[src/hdl/fhv_ram.sv]
// Generic single-port-write, single-port-read RAM with registered read data.
module fhv_ram #(
  parameter int WIDTH = 8,
  parameter int DEPTH = 16
) (
  input  logic                     clk,
  input  logic                     we,
  input  logic [$clog2(DEPTH)-1:0] waddr,
  input  logic [WIDTH-1:0]         wdata,
  input  logic                     re,
  input  logic [$clog2(DEPTH)-1:0] raddr,
  output logic [WIDTH-1:0]         rdata
);

  logic [WIDTH-1:0] mem [DEPTH];

  always_ff @(posedge clk) begin
    if (we) begin
      mem[waddr] <= wdata;
    end
    if (re) begin
      rdata <= mem[raddr];
    end
  end

endmodule

[config.mk]
export PLATFORM = sky130hd
export DESIGN_NAME = fhv_ram
export DESIGN_NICKNAME = d
export VERILOG_FILES = /design/src/hdl/fhv_ram.sv
export SDC_FILE = /design/constraint.sdc
export NUM_CORES = 1
export LEC_CHECK = 0
export BUFFER_PORTS_ARGS = -buffer_cell sky130_fd_sc_hd__buf_2
export CAP_MARGIN = 25
export CORE_UTILIZATION = 54
export CTS_BUF_LIST = sky130_fd_sc_hd__clkbuf_16
export DETAILED_ROUTE_END_ITERATION = 10
export GPL_TIMING_DRIVEN = 0
export HOLD_SLACK_MARGIN = 0.05
export PLACE_DENSITY = 0.74
export SYNTH_ARGS = -nofsm -noshare
export SYNTH_HDL_FRONTEND = slang
export SYNTH_SLANG_ARGS = --single-unit
[constraint.sdc]
create_clock -name clk -period 1.9 [get_ports clk]
set_clock_uncertainty 0.05 [all_clocks]
set_input_delay 0.38 -clock clk [delete_from_list [all_inputs] [get_ports clk]]
set_output_delay 0.38 -clock clk [all_outputs]
set_load 0.005 [all_outputs]
==> out/metrics.yaml <==
power:
  p_sw_frac: 0.2016
  pwr-share-clk: 0.439
  power.density_mw_per_mm2: 1089
  p_sw_mw: 1.334
  vdd_drop_max_mv: 0.7611
  power_mw: 6.618
  p_leak_nw: 2.034
  seqPwrFrac: 0.513
  p_int_mw: 5.283
  p_comb_frac: 0.048
sta:
  report.final.slew_viol_count: 0
  hold_ws_ns: 0.2618
  period_share: 0.8943
  min_period_ns: 1.699
  hold_violations: 0
  max_slew.worst_pin.slew_ns: 0.8128
  slew_headroom: 0.4561
  grt_setup_unrepaired: "no"
  tns_ns: 0
  fmax_ghz: 0.5885
  setup-violations-final: 0
cts:
  cts_tree: "yes"
  insertion_delay_ns: 0.40
  cts_hold_buf: 0
  clock-root-buffer: "clkbuf_16"
  htree_levels: 4
  cts_resized: 0
  cts_buffer_depth: 2
  numCtsBuffers: 17
  cts_sinks: 136
  post-cts-setup-buffer-count: 0
  clk_pin_slew_ns: 0.06
place:
  portBuffers: 25
  place_inst: 386
  place_hpwl_mm: 6.171
  gp_congestion: 0.7156
yosys:
  synthDistinctLibCells: 18
  syn_inst: 229
  ys_ff_latch: 136
  yosys_warnings: 0
  syn_avg_cell_area_um2: 22.83
  syn_nets: 248
  ys_seq_area_frac: 0.7812
  synth_area_mm2: 0.005228
  yosysTopAreaCell: "edfxtp_1"
  synth_top_cell_area_share: 0.7812
  synthTopCellsByArea: "edfxtp_1 (78%), mux4_2 (7.8%), mux4_1 (7.0%)"
setup_path:
  worst-path-max-fanout: 8
  critPathTopFamily: "simple AND/OR/NAND/NOR gates"
  cpPeakStageDelay_ns: 0.65
  end_kind: "flop"
  path_cells: "buf_2 -> or3b_2 -> nor2_1"
  startpoint_type: "primary input"
  slowest_stage: "nor2_1"
  crit_type: "primary input to flop"
  crit_buf_inv: 1
  critical_path_arrival_ns: 1.67
  critPathRequiredTime_ns: 1.87
floorplanning:
  die_w_um: 100.4
  die_area_mm2: 0.01008
  start_util: 0.5604
  ios: 27
  die_h_um: 100.4
  fp.coreArea_mm2: 0.009328
  placementRows: 35
status:
  status: "completed"
flow_run:
  drv_cap: 0
layout:
  nNetsFinal: 295
  nFillCells: 602
  area_growth_pct: 16.23
  fin_cells: 418
  layout-drive-gt1-share: 0.2976
  diodes: 0
route:
  wirelength_mm: 9.679
  drc: 0
  vias_per_cell: 5.878
  dr.pass1.iters: 4
  drtIter0Drc: 223
  antenna_violating_nets_post_route: 0
  num_vias: 2457
  wl_per_cell_um: 23.16
global_routing:
  antenna_found_initial: 0
  grt_pass1_wl_mm: 14.61
  track_usage: 0.2163
  grt_max_degree: 17
  grt_overflow: 0
  grt_pass1_vias: 2516
worst_hold_path:
  min_path_type: "primary input to flop"
per-layer routing:
metal / global-route usage / part of all wire / wire length (um)
met5: 0 / 0 / 0
met3: 0.03969 / 0.057 / 553
met1: 0.2881 / 0.42 / 4093
met4: 0.1159 / 0.017 / 160
met2: 0.3440 / 0.50 / 4872
cell type report:
class	instances	area (um^2)	share of cell area
flip-flops and latches	136	4084	0.6722
multi-input cells	83	1062	0.1748
clock buffers	17	425.4	0.07002
well taps	129	161.4	0.02657
repair buffers	28	142.6	0.02348
clock inverters	15	113.9	0.01874
plain buffers	10	86.33	0.01421
final timing paths:
| kind | startpoint | end | slack, ns | cells after the start |
|---|---|---|---|---|
| worst max-delay path | waddr[2] | mem[3][5]$_DFFE_PP_ | 0.20 | 3 |
| worst max register to register | mem[7][7]$_DFFE_PP_ | rdata[7]$_DFFE_PP_ | 0.28 | 3 |
| worst min register to register | mem[8][1]$_DFFE_PP_ | rdata[1]$_DFFE_PP_ | 0.73 | 3 |
| worst min-delay path | re | rdata[1]$_DFFE_PP_ | 0.26 | 1 |
power by group through the flow:
stage,registers (mW),clock network [mW],logic (mW)
detailed placement,3.46,0,0.317
finish,3.40,2.90,0.316
global placement,3.45,0,0.305
CTS,3.40,2.92,0.319
global route,3.40,3.05,0.341
floorplan,3.46,0,0.171
cell families (layout without fill, tap and decap cells):
group	Yosys count	count (layout)	share of synthesized area
muxes	32	32	0.1479
buffers and inverters	10	70	0.01651
AOI/OAI and AO/OA	16	16	0.02298
DFF	136	136	0.7812
and+or+nand+nor	35	35	0.03136
stage by stage:
step	setup WS [ns]	instance area, um^2	utilization
2_1_floorplan	0.1876	5233	-
3_3_place_gp	-0.2987	5519	0.5917
3_5_place_dp	-0.2145	5537	0.5936
4_1_cts	0.2075	6076	0.6514
5_1_grt	0.1123	6076	0.6514
6_report	0.2009	6076	0.6514
cells in the mapped netlist, drive strengths merged:
library cell	count
nand2b	2
edfxtp	136
mux4	32
nor2	13
nand3	1
and2b	1
nor3	4
nand2	9
and2	1
nor2b	1
a22oi	16
buf	7
or3b	1
clkdlybuf4s25	3
nand3b	2
layout by cell type (no fill, tap or decap), drive strengths merged:
| cell | instances |
|---|---|
| a22oi | 16 |
| and2 | 1 |
| and2b | 1 |
| buf | 35 |
| bufinv | 1 |
| clkbuf | 17 |
| clkdlybuf4s25 | 3 |
| clkinv | 10 |
| clkinvlp | 3 |
| edfxtp | 136 |
| inv | 1 |
| mux4 | 32 |
| nand2 | 9 |
| nand2b | 2 |
| nand3 | 1 |
| nand3b | 2 |
| nor2 | 13 |
| nor2b | 1 |
| nor3 | 4 |
| or3b | 1 |
sequential cells by signal (all words and copies together) (netlist names):
name and flops:
mem 128, rdata 8
Power figures use the tool's default switching activity.
