==> src/hdl/fhv_pkg.sv <==
// Shared types and constants for the floating horizon visibility unit.
package fhv_pkg;

  localparam int CURVE_POINTS  = 512;
  localparam int SCREEN_HEIGHT = 1024;
  localparam int HORIZON_WIDTH = 512;
  localparam int X_LIMIT       = (CURVE_POINTS < HORIZON_WIDTH) ? CURVE_POINTS : HORIZON_WIDTH;

  localparam int Y_W    = 12;
  localparam int ADDR_W = $clog2(HORIZON_WIDTH);
  localparam int POS_W  = $clog2(HORIZON_WIDTH + 1);

  typedef enum logic [1:0] {
    VIS_HIDDEN = 2'd0,
    VIS_ABOVE  = 2'd1,
    VIS_BELOW  = 2'd2
  } vis_t;

  typedef struct packed {
    logic [POS_W-1:0] x;
    logic             start;
    logic             drop;
  } point_t;

  typedef struct packed {
    logic signed [Y_W-1:0] upper;
    logic signed [Y_W-1:0] lower;
  } horizon_t;

  localparam int HOR_W = $bits(horizon_t);

  localparam logic signed [Y_W-1:0] UPPER_RESET = '0;
  localparam logic signed [Y_W-1:0] LOWER_RESET = Y_W'(SCREEN_HEIGHT);

endpackage

==> src/hdl/fhv_point_gen.sv <==
// Curve position counter: gives x, curve start and drop flag of the incoming sample.
module fhv_point_gen (
  input  logic            clk,
  input  logic            rst,
  input  logic            accept,
  input  logic            first_point,
  output fhv_pkg::point_t pt
);

  logic [fhv_pkg::POS_W-1:0] position;

  always_comb begin
    pt.start = first_point || (position == '0);
    pt.x     = pt.start ? '0 : position;
    pt.drop  = (pt.x >= fhv_pkg::POS_W'(fhv_pkg::X_LIMIT));
  end

  // position saturates on a dropped sample until the next curve start
  always_ff @(posedge clk) begin
    if (rst) begin
      position <= '0;
    end else if (accept && !pt.drop) begin
      position <= pt.x + fhv_pkg::POS_W'(1);
    end
  end

endmodule

==> config.mk <==
export PLATFORM = sky130hd
export DESIGN_NAME = fhv_point_gen
export DESIGN_NICKNAME = d
export VERILOG_FILES = /design/src/hdl/fhv_pkg.sv /design/src/hdl/fhv_point_gen.sv
export SDC_FILE = /design/constraint.sdc
export NUM_CORES = 1
export LEC_CHECK = 0
export BUFFER_PORTS_ARGS = -buffer_cell sky130_fd_sc_hd__clkbuf_2
export CAP_MARGIN = 0
export CELL_PAD_IN_SITES_DETAIL_PLACEMENT = 1
export CELL_PAD_IN_SITES_GLOBAL_PLACEMENT = 2
export CORE_MARGIN = 3
export CORE_UTILIZATION = 25
export DETAILED_ROUTE_END_ITERATION = 8
export PLACE_DENSITY_LB_ADDON = 0.2
export SYNTH_ARGS = -nofsm -noshare
export SYNTH_HDL_FRONTEND = slang
export SYNTH_SLANG_ARGS = --single-unit
==> constraint.sdc <==
create_clock -name clk -period 4 [get_ports clk]
set_input_delay 0.4 -clock clk [delete_from_list [all_inputs] [get_ports clk]]
set_output_delay 0.4 -clock clk [all_outputs]
set_load 0.02 [all_outputs]
==> impl_metrics.ini <==
[critical_path]
start_kind = register
crit_required_ps = 3600
arrival_ps = 1400
worstPathMaxFanout = 9
critical_path_class = register to output port
crit_path_end_kind = output port
crit_start = position[0]
r2r-start = position[0]

[detailed_routing]
post_drt_via_cell_ratio = 5.34
first_iter_violations = 20
drtAntennaViolNets = 0
wl_per_cell_um = 15.1
drt_pass1_iterations = 4
vias = 646
wl_um = 1830
drcViolationCount = 0

[grt]
grt_usage_pct = 11.9
grt.overflow.total = 0
grt_pass1_wl_um = 3010
grt_start_max_net_pins = 18
first_global_vias = 617
antenna_found_initial = 0

[timing]
max-slew-margin-rel_pct = 77.1
setup_viol = 0
final.setup.tns_ps = 0
finalHoldViolCount = 0
min_period_ps = 1800
post-route-period-util_pct = 44.9
rsz0062_at_grt = no
tightest_slew_ps = 343
timing.fmax_mhz = 557
final_max_slew_viol_count = 0
setup_ws_ps = 2200
finClkSkew_ps = 0.540

[yosys]
yosysWarnings = 0
synth_area_leaders = dfxtp_1 30%, nor2b_1 6.6%, nand4bb_4 4.1%
synth_area_um2 = 664
yosysMostFrequentCell = dfxtp_1
syn_inst = 79
ys.flop_type = dfxtp_1
ys_seq_elements = 10
syn-num-nets = 83
syn_area_per_cell_um2 = 8.41
async_flop_share_pct = 0
synth_top_cell_area_share_pct = 30.1
synth_area_leader_cell = dfxtp_1
synth_common_cells = 10 x dfxtp_1, 7 x nor2b_1, 5 x nand2_1
synth.distinct_cells = 38
yosysSeqAreaShare_pct = 30.1
synth-edff-count = 0

[floorplan]
std_cell_rows = 18
die_h_um = 57.6
core_area_um2 = 2500
start_util_pct = 26.6
die_area_um2 = 3310
ioPinCount = 16
die_w_um = 57.6

[hold_path]
worstHoldStart = position[8]
hold_path.class = register to register

[layout]
multiInputGateArea_um2 = 424
antenna_cells = 0
top_register = position
final-seq-area_um2 = 200
area_growth_pct = 16.0
nFillCells = 308
reg.largest.list = position: 10 flops
finalNetCount = 97
largest_register_ffs = 10
drive_gt1_share_pct = 24.2
fin_area_um2 = 771

[clock_network]
h-tree-depth = 1
post_cts_buffers = 0
cts_inserted_buffers = 3
hold_buffers = 0
clk_pin_slew_worst_paths_ps = 70
cts_num_sinks = 10
worstSkewPairLatency_ps = 260
clockRootBuffer = clkbuf_4
clk_path_buf_depth = 2
cts_tree = done
cts_resized = 0

[outcome]
run_status = complete, no violations

[power]
power-per-cell-area_nw_per_um2 = 255
max-vdd-ir-drop_uv = 122
power.leakage_nw = 0.294

[flow_run]
max_cap_viol_count = 0

[place]
dpl_cell_area_um2 = 748
port_buffers = 15
pre_cts_ws_ps = 2320
place_congestion = 0.686
hpwl_um = 1320
[layout make-up]
cell class | count | area share [%]
Clock buffer | 3 | 2.92
Tap cell | 30 | 4.87
Multi-Input combinational cell | 60 | 55.0
Timing Repair Buffer | 15 | 9.74
Inverter | 3 | 1.46
Sequential cell | 10 | 26.0
[path summary, 6_finish.rpt]
check                           slack [ps]     endpoint  cells after the start
worst min register to register         520  position[9]                      2
worst min-delay path                   520  position[9]                      2
worst max-delay path                  2200        pt[1]                      3
worst max register to register        2540  position[7]                      3
[worst max-delay path, stage by stage (launching register included)]
cell and delay, ps:
dfxtp_1 410, nor4_1 320, a31o_2 230, clkbuf_2 170
[cell families after synthesis]
kind of cell / count (synthesis) / share of synthesized area, %
compound gates: 18 / 19.6
buf+inv: 9 / 6.03
flops: 10 / 30.1
mux: 2 / 3.20
simple gates: 40 / 41.1
[metal layers]
metal | global-route usage (%) | vias to the layer above | wire (um) | part of all wire, %
met5 | 0 | - | 0 | 0
met2 | 16.3 | 5 | 814 | 44
li1 | - | 324 | - | -
met1 | 17.5 | 315 | 960 | 52
met3 | 2.04 | 2 | 34 | 1.9
met4 | 5.96 | 0 | 21 | 1.1
[layout by cell type (no fill, tap or decap), types with 2 or more instances in the layout]
cell | synthesis | final
nor4_1 | 3 | 3
a31o_2 | 2 | 2
nand2_1 | 5 | 5
and3_1 | 2 | 2
a41oi_1 | 2 | 2
and2_1 | 2 | 2
nor4b_1 | 2 | 2
nor2_1 | 3 | 3
a31oi_1 | 2 | 2
inv_1 | 3 | 3
clkbuf_4 | 0 | 3
nand2b_1 | 4 | 4
nand4_1 | 2 | 2
clkbuf_2 | 0 | 15
nor2b_1 | 7 | 7
dfxtp_1 | 10 | 10
a21oi_1 | 4 | 4
[stage by stage]
stage               std cells  total power [mW]  util, %  hold WS, ps
floorplan                  79             0.121        -          467
global placement          118             0.129     29.9          512
detailed placement        118             0.129     29.9          515
CTS                       121             0.202     30.8          525
global route              121             0.210     30.8          553
finish                    121             0.197     30.8          522
[power breakdown]
| group | leakage [nW] | switching, mW | internal (mW) |
|---|---|---|---|
| Sequential | 0.0809 | 0.00343 | 0.101 |
| Combinational | 0.199 | 0.0133 | 0.00835 |
| Clock | 0.0138 | 0.0364 | 0.0347 |
| Total | 0.294 | 0.0531 | 0.144 |
(Power assumes the default switching activity.)
