`src/hdl/fhv_pkg.sv`:
```
// Shared types and constants for the floating horizon visibility unit.
package fhv_pkg;

  localparam int CURVE_POINTS  = 512;
  localparam int SCREEN_HEIGHT = 1024;
  localparam int HORIZON_WIDTH = 512;
  localparam int X_LIMIT       = (CURVE_POINTS < HORIZON_WIDTH) ? CURVE_POINTS : HORIZON_WIDTH;

  localparam int Y_W    = 12;
  localparam int ADDR_W = $clog2(HORIZON_WIDTH);
  localparam int POS_W  = $clog2(HORIZON_WIDTH + 1);

  typedef enum logic [1:0] {
    VIS_HIDDEN = 2'd0,
    VIS_ABOVE  = 2'd1,
    VIS_BELOW  = 2'd2
  } vis_t;

  typedef struct packed {
    logic [POS_W-1:0] x;
    logic             start;
    logic             drop;
  } point_t;

  typedef struct packed {
    logic signed [Y_W-1:0] upper;
    logic signed [Y_W-1:0] lower;
  } horizon_t;

  localparam int HOR_W = $bits(horizon_t);

  localparam logic signed [Y_W-1:0] UPPER_RESET = '0;
  localparam logic signed [Y_W-1:0] LOWER_RESET = Y_W'(SCREEN_HEIGHT);

endpackage

```
`src/hdl/fhv_widen.sv`:
```
// Classifies a height against the horizons at x and forms the widened horizons.
module fhv_widen (
  input  logic signed [fhv_pkg::Y_W-1:0] y,
  input  fhv_pkg::horizon_t              cur,
  output fhv_pkg::vis_t                  cls,
  output fhv_pkg::horizon_t              nxt
);

  always_comb begin
    if ((y < cur.upper) && (y > cur.lower)) begin
      cls = fhv_pkg::VIS_HIDDEN;
    end else if (y >= cur.upper) begin
      cls = fhv_pkg::VIS_ABOVE;
    end else begin
      cls = fhv_pkg::VIS_BELOW;
    end
    // a hidden height lies strictly between the two, so this is then a no-op
    nxt.upper = (y > cur.upper) ? y : cur.upper;
    nxt.lower = (y < cur.lower) ? y : cur.lower;
  end

endmodule

```
`config.mk`:
```
export PLATFORM = sky130hd
export DESIGN_NAME = fhv_widen
export DESIGN_NICKNAME = d
export VERILOG_FILES = /design/src/hdl/fhv_pkg.sv /design/src/hdl/fhv_widen.sv
export SDC_FILE = /design/constraint.sdc
export NUM_CORES = 1
export LEC_CHECK = 0
export ABC_AREA = 1
export BUFFER_PORTS_ARGS = -buffer_cell sky130_fd_sc_hd__buf_2
export CAP_MARGIN = 40
export CORE_UTILIZATION = 30
export DETAILED_ROUTE_END_ITERATION = 6
export GPL_ROUTABILITY_DRIVEN = 0
export PLACE_DENSITY_LB_ADDON = 0.08
export SLEW_MARGIN = 20
export SYNTH_ARGS = -nofsm -noshare
export SYNTH_HDL_FRONTEND = slang
export SYNTH_SLANG_ARGS = --single-unit
```
`constraint.sdc`:
```
create_clock -name vclk -period 1.2
set_input_delay 0 -clock vclk [all_inputs]
set_output_delay 0 -clock vclk [all_outputs]
set_load 0.02 [all_outputs]
```
==> results.ini, run 1 <==
[outcome]
outcome=finished, violations left
failed_checks=negative setup slack

[layout]
layout-drive-gt1-share=0.7962
ff_latch_area_um2=0
clock_buffers=0
design.seq.count=0
syn_to_final_growth_pct=145.4
finalNetCount=381
utilization=0.7727
multi_input_comb_area_um2=1693
nFillCells=287
diodes=0

[timing]
fin_crit_sh=1.319
setup_viol=26
worst_slew_pin_slew_ps=253.0
timing.slew.headroom=0.8313
hold_viol=0
setup_ws_ps=-383.3
drv_slew=0
rsz0062_at_grt=yes
fmax_ghz=0.6316
final.min_clock_period_ps=1583

[worst_hold_path]
hold_class=primary input to output port
whs_path_depth=4
hold_start=cur[22]
min_to=nxt[22]

[synthesis]
ys_seq_area_frac=0
synth_top_cell_area_share=0.2367
synth_area_um2=1269
synth_cell_types=23
synth_fp_nets=262
synthCells=202
yosysWarningCount=0
synth_area_leaders=ha_1, nand2_1, nand2_2
syn_avg_cell_area_um2=6.281
synth_area_leader_cell=ha_1

[detailed_routing]
firstDrtPassIters=4
drc_errors=0
wire_per_inst_um=12.33
ant_nets=0
vias=1701
wirelength_um=4549
vias_per_cell=4.610
first_iter_violations=21

[floorplan]
core_um2=4029
die_area_um2=4493
fp.dieW_um=67.03
io-pin-count=62
die_h_um=67.03
rows=23
start_util=0.3149

[global_routing]
grt_pass1_vias=1690
grt_pass1_wl_um=7148
track_usage=0.2027
grt_remaining_overflow=0
grt_antenna_before_repair=0
grt_max_degree=14

[power]
ir_drop_uv=428.8
power_density_nw_per_um2=697.8
finalPower_w=0.002172
power.leakage_nw=1.588

[placement]
port_buffers=62
place_hpwl_um=3210

[critical_path]
required_ps=1200
critPathLaunch=cur[23]
crit_arrival_ps=1580
crit_type=primary input to output port
start_kind=primary input
cp_max_fo=10
cp-end-kind=output port

[run]
max_cap_viol_count=0

[cell usage after synthesis (all sizes together)]
cell    n
and2    1
nand2  75
a21o    2
buf     5
ha     24
nand4   4
o21ai  11
nor2   10
nor3    1
nand3  20
a21oi   6
inv    43
[worst max-delay path by stage]
stage,end,slack (ps),cells past startpoint
2_1_floorplan,nxt[10],-70,10
3_3_place_gp,nxt[10],-450,13
3_5_place_dp,nxt[10],-480,13
4_1_cts,nxt[20],-370,16
5_1_grt,nxt[21],-450,16
6_report,nxt[20],-380,15
[final cells by class]
type | instances | share of cell area
inverter | 43 | 0.05748
multi-input combinational | 154 | 0.5438
tap | 50 | 0.02010
timing repair buffer | 122 | 0.3786
[per-stage QoR]
step / cell area (um^2) / instances / hold slack, ps / setup WS (ps) / setup TNS [ps]
finish: 3113 / 369 / 319.0 / -383.3 / -8201
global route: 3113 / 369 / 330.3 / -452.7 / -10320
CTS: 2967 / 365 / 321.5 / -371.3 / -8332
detailed placement: 2417 / 359 / 336.3 / -480.2 / -10570
global placement: 2417 / 359 / 335.9 / -450.6 / -10210
floorplan: 1645 / 202 / 104.0 / -68.63 / -608.8
[cells in the final DEF (no fill, tap or decap), drive strengths merged, types with 2 or more instances in the layout]
cell and count:
o21ai 11, inv 43, a21oi 6, nand3 20, nand2 75, a21o 2, ha 24, nand4 4
buf 122, nor2 10
[report_power, final]
| group | switching, W | total [W] | leakage, nW | internal (W) |
|---|---|---|---|---|
| registers | 0 | 0 | 0 | 0 |
| clock network | 0 | 0 | 0 | 0 |
| logic | 0.00106 | 0.00217 | 1.59 | 0.00112 |
[worst max-delay path, cell delays in order]
cell	delay [ps]
buf_2	140
inv_2	60
ha_4	280
nand2_4	50
inv_2	40
nand2_2	70
nor2_2	120
nand2_2	90
nand3_2	70
nand2_2	70
nand2_4	110
buf_12	150
nand3_1	140
nand2_4	90
buf_6	110
[logic make-up after synthesis]
group,synth area share
simple gates,0.4773
fa+ha+maj,0.2367
buf+inv,0.1775
compound gates,0.1085
[metal layers]
| layer | part of all wire | routed length (um) | vias up | GRT usage |
|---|---|---|---|---|
| li1 | - | - | 869 | - |
| met3 | 0.023 | 103 | 6 | 0.003425 |
| met2 | 0.55 | 2512 | 40 | 0.4025 |
| met4 | 0.015 | 66 | 0 | 0.02128 |
| met5 | 0 | 0 | - | 0 |
| met1 | 0.41 | 1867 | 786 | 0.2420 |
[timing repair]
| action | in CTS | in global routing |
|---|---|---|
| hold buffers | 0 | 0 |
| endpoints found under the setup margin | 26 | 26 |
| gates resized for setup | 122 | 33 |
| pin swaps | 32 | 27 |
| cloned | 1 | 0 |
| buffers inserted | 6 | 5 |
Power figures use the tool's default switching activity.
==> inputs of run 2 (changes only) <==
--- a/config.mk
+++ b/config.mk
@@ -8,10 +8,11 @@
 export ABC_AREA = 1
 export BUFFER_PORTS_ARGS = -buffer_cell sky130_fd_sc_hd__buf_2
 export CAP_MARGIN = 40
+export CORE_ASPECT_RATIO = 0.5
 export CORE_UTILIZATION = 30
 export DETAILED_ROUTE_END_ITERATION = 6
 export GPL_ROUTABILITY_DRIVEN = 0
-export PLACE_DENSITY_LB_ADDON = 0.08
+export PLACE_DENSITY_LB_ADDON = 0.1
 export SLEW_MARGIN = 20
 export SYNTH_ARGS = -nofsm -noshare
 export SYNTH_HDL_FRONTEND = slang
==> run 2 against run 1 <==
Compared with the run above:
- the flow still finishes with violations (negative setup slack)
- critical path type unchanged
- first-iteration DRC count grew 29%
- fmax grew 2.9%
- die area grew 0.35%
- combinational power is essentially flat
- utilization grew 2.3 points
- global-route usage grew 0.56 points
- worst setup slack gained 45 ps
==> results.ini, run 2 (synthesized netlist as in run 1, its figures left out) <==
[timing]
hold_viol=0  ; unchanged
fin_tns_setup_ps=-7722  ; +479.7 ps
timing.slew.headroom=0.8543  ; +0.02294
fmax_ghz=0.6500  ; +2.9%
final.min_clock_period_ps=1538  ; -44.89 ps
rsz0062_at_grt=yes
worst_slew_pin_slew_ps=218.0  ; -35.07 ps
fin_crit_sh=1.282  ; -0.03741
setup_viol=26  ; unchanged
setup_ws_ps=-338.4  ; +44.89 ps
drv_slew=0  ; unchanged

[critical_path]
worst-path-buf-inv=3  ; -2
crit_top_cell=nand2_4
cp_max_fo=6  ; -4
slowest_stage=ha_4
crit_arrival_ps=1540  ; -40 ps
path_cells=buf_6, ha_4, nand4_1, nor2_4, nand2_2, nand3_2, nand2_2, nand2_4, nand2_4, buf_12, nand2_4, nand2_4, buf_6
cp-end-kind=output port
start_kind=primary input
required_ps=1200  ; about the same
crit_type=primary input to output port
max_stage_delay_ps=270  ; about the same
critPathTopFamily=simple AND/OR/NAND/NOR gates

[detailed_routing]
firstDrtPassIters=4  ; unchanged
ant_nets=0  ; unchanged
vias=1676  ; -1.5%
wire_per_inst_um=13.04  ; +5.7%
first_iter_violations=27  ; +29%
vias_per_cell=4.542  ; -1.5%
drc_errors=0  ; unchanged
wirelength_um=4810  ; +5.7%

[run]
max_cap_viol_count=0  ; unchanged

[outcome]
outcome=finished, violations left
failed_checks=negative setup slack

[layout]
layout-drive-gt1-share=0.8063  ; +0.01011
clock_buffers=0  ; unchanged
design.seq.count=0  ; unchanged
finalNetCount=377  ; -1.0%
ff_latch_area_um2=0  ; unchanged
layout.cells.non_filler=369  ; unchanged
diodes=0  ; unchanged
layout_common_cells=buf_4, nand2_4, buf_6, ha_4, nand2_1
layout_commonest_cell=buf_4
syn_to_final_growth_pct=149.9

[power]
power.leakage_nw=1.604  ; +0.98%
finalPower_w=0.002183  ; +0.50%
power_density_nw_per_um2=688.6  ; -1.3%
ir_drop_uv=389.3  ; -9.2%

[global_routing]
grt_max_degree=9  ; -5
track_usage=0.2083  ; +0.005591
grt_pass1_vias=1525  ; -9.8%
grt_remaining_overflow=0  ; unchanged
grt_pass1_wl_um=7300  ; +2.1%
grt_antenna_before_repair=0  ; unchanged

[floorplan]
die_h_um=47.99  ; -28%
start_util=0.3185  ; +0.003560
die_area_um2=4509  ; +0.35%
fp.dieW_um=93.97  ; +40%
rows=16  ; -30%
core_um2=3984  ; -1.1%
io-pin-count=62  ; unchanged

[placement]
placed_cells=354  ; -1.4%
place_hpwl_um=3332  ; +3.8%
port_buffers=62  ; unchanged
place_ws_ps=-485.4  ; -5.189 ps

[worst_hold_path]
hold_class=primary input to output port

[run 2: cell count changes in the layout (fill, tap and decap cells not counted), moves of 3 or more]
| cell | delta |
|---|---|
| inv_1 | -5 |
| nand2_2 | -9 |
| buf_4 | +8 |
| buf_12 | -3 |
| nand2_4 | +7 |
| buf_2 | -11 |
[run 2: through the flow]
stage / instance area [um^2] / utilization / hold WS [ps]
detailed placement: 2305 / 0.5785 / 330.6
CTS: 3025 / 0.7594 / 294.6
finish: 3171 / 0.7959 / 288.3
global placement: 2305 / 0.5785 / 325.4
global route: 3171 / 0.7959 / 300.4
floorplan: 1645 / - / 104.0
[run 2: final cells by class]
type               instances  area, um^2
multi-input cells        154        1757
repair buffers           118        1150
fillers                  248       813.3
inverters                 43       196.4
well taps                 54       67.56
[run 2: where the power goes]
part           internal, W  switching, W
clock                    0             0
combinational      0.00110       0.00108
sequential               0             0
total              0.00110       0.00108
[run 2: routing by layer]
layer,up-vias,part of all wire,track usage
met5,-,0,0
met4,0,0,0
met3,0,0.027,0
met2,36,0.49,0.3825
met1,777,0.48,0.2995
li1,863,-,-
[run 2: what timing repair did]
item | CTS | global route
hold buffers | 0 | 0
cloned | 1 | 0
buffers inserted | 11 | 5
gates resized for setup | 159 | 30
pin swaps | 39 | 23
endpoints found under the setup margin | 26 | 26
[run 2: final timing paths]
path     from       to  slack [ps]  cells past startpoint
min   cur[16]  nxt[16]         290                      4
max      y[5]  nxt[16]        -340                     13
[run 2: tightest hold or removal path, cell delays in order]
cell and delay, ps:
buf_6 90, nand2_4 50, nand2_4 50, buf_6 100
==> inputs of run 3 (changes only) <==
--- a/config.mk
+++ b/config.mk
@@ -9,10 +9,11 @@
 export BUFFER_PORTS_ARGS = -buffer_cell sky130_fd_sc_hd__buf_2
 export CAP_MARGIN = 40
 export CORE_ASPECT_RATIO = 0.5
-export CORE_UTILIZATION = 30
+export CORE_UTILIZATION = 45
 export DETAILED_ROUTE_END_ITERATION = 6
 export GPL_ROUTABILITY_DRIVEN = 0
 export PLACE_DENSITY_LB_ADDON = 0.1
+export REMOVE_ABC_BUFFERS = 1
 export SLEW_MARGIN = 20
 export SYNTH_ARGS = -nofsm -noshare
 export SYNTH_HDL_FRONTEND = slang
==> run 3 against run 2 <==
Compared with the run above:
- the flow now stops in clock tree synthesis (4_1_cts)
- synthesized cell count is the same
- area after synthesis stayed put
==> results.ini, run 3 <==
[floorplan]
fp.dieW_um=77.09  ; -18%
rows=13  ; -3
die_h_um=39.55  ; -18%
io-pin-count=62  ; unchanged
start_util=0.4815  ; +0.1630

[synthesis]
yosysWarningCount=0  ; unchanged
syn_avg_cell_area_um2=6.281  ; unchanged
synth_area_um2=1269  ; unchanged
ys_top_cells_by_count=nand2_1, inv_1, nand2_2
ys_seq_area_frac=0  ; unchanged
synth_top_cell_area_share=0.2367  ; unchanged
synth_area_leader_cell=ha_1
synth_cell_types=23  ; unchanged
synthCells=202  ; unchanged
yosysMostFrequentCell=nand2_1
synth_area_leaders=ha_1, nand2_1, nand2_2

[outcome]
stop_stage=clock tree synthesis (4_1_cts)
outcome=stopped before the end
error=[ERROR DPL-0038] Utilization greater than 100%, impossible to legalize

[placement]
place_hpwl_um=2828  ; -15%
port_buffers=62  ; unchanged
placed_cell_area_um2=1839  ; -20%
placed_cells=333  ; -5.9%

[cts]
holdBufCountCts=0  ; unchanged
cts.repair.resized=140  ; -12%
post_cts_buffers=14  ; +3

[run 3: cell counts after synthesis]
No cell type changed its count.
[run 3: per-stage QoR]
| stage | hold slack (ps) | utilization | setup slack, ps |
|---|---|---|---|
| floorplan | 123.2 | - | -334.3 |
| global placement | 323.3 | 0.6980 | -459.4 |
| detailed placement | 327.5 | 0.6980 | -507.1 |
[run 3: logic make-up after synthesis]
kind of cell / count (synthesis) / share of synthesized area
AO/OA/AOI/OAI: 19 / 0.1085
adder cells (fa/ha/maj): 24 / 0.2367
buffers and inverters: 48 / 0.1775
AND/OR/NAND/NOR: 111 / 0.4773
==> inputs of run 4 (changes only) <==
--- a/config.mk
+++ b/config.mk
@@ -8,11 +8,11 @@
 export ABC_AREA = 1
 export BUFFER_PORTS_ARGS = -buffer_cell sky130_fd_sc_hd__buf_2
 export CAP_MARGIN = 40
-export CORE_ASPECT_RATIO = 0.5
-export CORE_UTILIZATION = 45
+export CORE_AREA = 2 2 63 65
 export DETAILED_ROUTE_END_ITERATION = 6
+export DIE_AREA = 0 0 65 67
 export GPL_ROUTABILITY_DRIVEN = 0
-export PLACE_DENSITY_LB_ADDON = 0.1
+export PLACE_DENSITY_LB_ADDON = 0.15
 export REMOVE_ABC_BUFFERS = 1
 export SLEW_MARGIN = 20
 export SYNTH_ARGS = -nofsm -noshare
==> constraint.sdc (replaced) <==
create_clock -name vclk -period 1.56
set_input_delay 0 -clock vclk [all_inputs]
set_output_delay 0 -clock vclk [all_outputs]
set_load 0.02 [all_outputs]
==> run 4 against run 3 <==
Compared with the run above:
- the run now ends clean
==> results.ini, run 4 (synthesized netlist as in run 1, its figures left out) <==
[outcome]
outcome=finished clean

[floorplan]
die_h_um=67  ; +69%
start_util=0.3518  ; -0.1296
io-pin-count=62  ; unchanged
core_um2=3606
fp.dieW_um=65  ; -16%
die_area_um2=4355
rows=22  ; +9

[timing]
fin_tns_setup_ps=0
drv_slew=0
fin_crit_sh=0.9523
fmax_ghz=0.6731
setup_ws_ps=74.34
hold_viol=0
worst_slew_pin_slew_ps=244.0
timing.slew.headroom=0.8374
setup_viol=0
final.min_clock_period_ps=1486

[worst_hold_path]
hold_start=cur[17]
hold_class=primary input to output port
whs_path_depth=4
min_to=nxt[17]

[placement]
port_buffers=62  ; unchanged
placed_cells=325  ; -2.4%
place_hpwl_um=2637  ; -6.8%
placed_cell_area_um2=1735  ; -5.6%
place_ws_ps=-40.38  ; +466.7 ps

[layout]
syn_to_final_growth_pct=66.96
utilization=0.5874
stdcell_area_um2=2118
layout.cells.non_filler=330
ff_latch_area_um2=0
layout_common_cells=nand2_1, buf_2, buf_4, inv_1, nand2_2
finalNetCount=344
design.seq.count=0
clock_buffers=0
layout-drive-gt1-share=0.5851
layout_commonest_cell=nand2_1
diodes=0
nFillCells=342

[detailed_routing]
firstDrtPassIters=4
wire_per_inst_um=10.32
drc_errors=0
vias_per_cell=4.476
vias=1477
wirelength_um=3406
ant_nets=0
first_iter_violations=18

[global_routing]
track_usage=0.1413
grt_remaining_overflow=0
grt_pass1_wl_um=5078
grt_pass1_vias=1240
grt_antenna_before_repair=0
grt_max_degree=14

[power]
power.leakage_nw=1.196
power_density_nw_per_um2=524.8
ir_drop_uv=240.6

[critical_path]
cp-end-kind=output port
cp_max_fo=7
crit_arrival_ps=1490
required_ps=1560
start_kind=primary input
crit_type=primary input to output port

[run]
max_cap_viol_count=0

[cts]
holdBufCountCts=0  ; unchanged

[run 4: repair_timing]
item | in CTS | in global routing
pin swaps | 1 | 24
gates cloned | 0 | 1
endpoints found under the setup margin | 20 | 25
buffers inserted | 0 | 4
resized for setup | 11 | 62
[run 4: where the power goes]
part,internal (W),leakage (nW),switching (W)
Combinational,0.000511,1.20,0.000600
Sequential,0,0,0
Clock,0,0,0
Total,0.000511,1.20,0.000600
[run 4: cell type report]
cell class,instances,area (um^2),area share
well taps,48,60.06,0.02835
repair buffers,84,600.6,0.2835
multi-input cells,155,1296,0.6119
inverters,43,161.4,0.07620
[run 4: how the worst max path moves through the flow]
stage               slack [ps]  endpoint  cells past startpoint  startpoint
global route               -30   nxt[19]                     13     cur[16]
finish                      70   nxt[17]                     14        y[8]
CTS                          3   nxt[17]                     13        y[9]
floorplan                   30    cls[0]                      8     cur[11]
global placement           -20   nxt[12]                     10       y[11]
detailed placement         -40   nxt[12]                     14       y[11]
[run 4: through the flow]
step           hold slack (ps)  power [W]
3_5_place_dp             325.3  0.0008939
4_1_cts                  328.0  0.0009314
5_1_grt                  326.8   0.001205
3_3_place_gp             325.7  0.0008908
6_report                 306.4   0.001112
2_1_floorplan            123.2  0.0005467
[run 4: worst max-delay path: stages]
cell and delay (ps):
buf_2 130, ha_1 290, nand2_1 70, inv_2 30, nand2_2 80, inv_1 70, nand2_2 100, nand3_2 100
nand2_4 110, nand2_8 90, buf_6 140, nand3_1 60, nand2_1 50, buf_4 150
[run 4: per-layer routing]
layer,share of wire,global-route usage
met3,0.055,0.003378
met5,0,0
met4,0,0
met1,0.46,0.1930
met2,0.48,0.2616
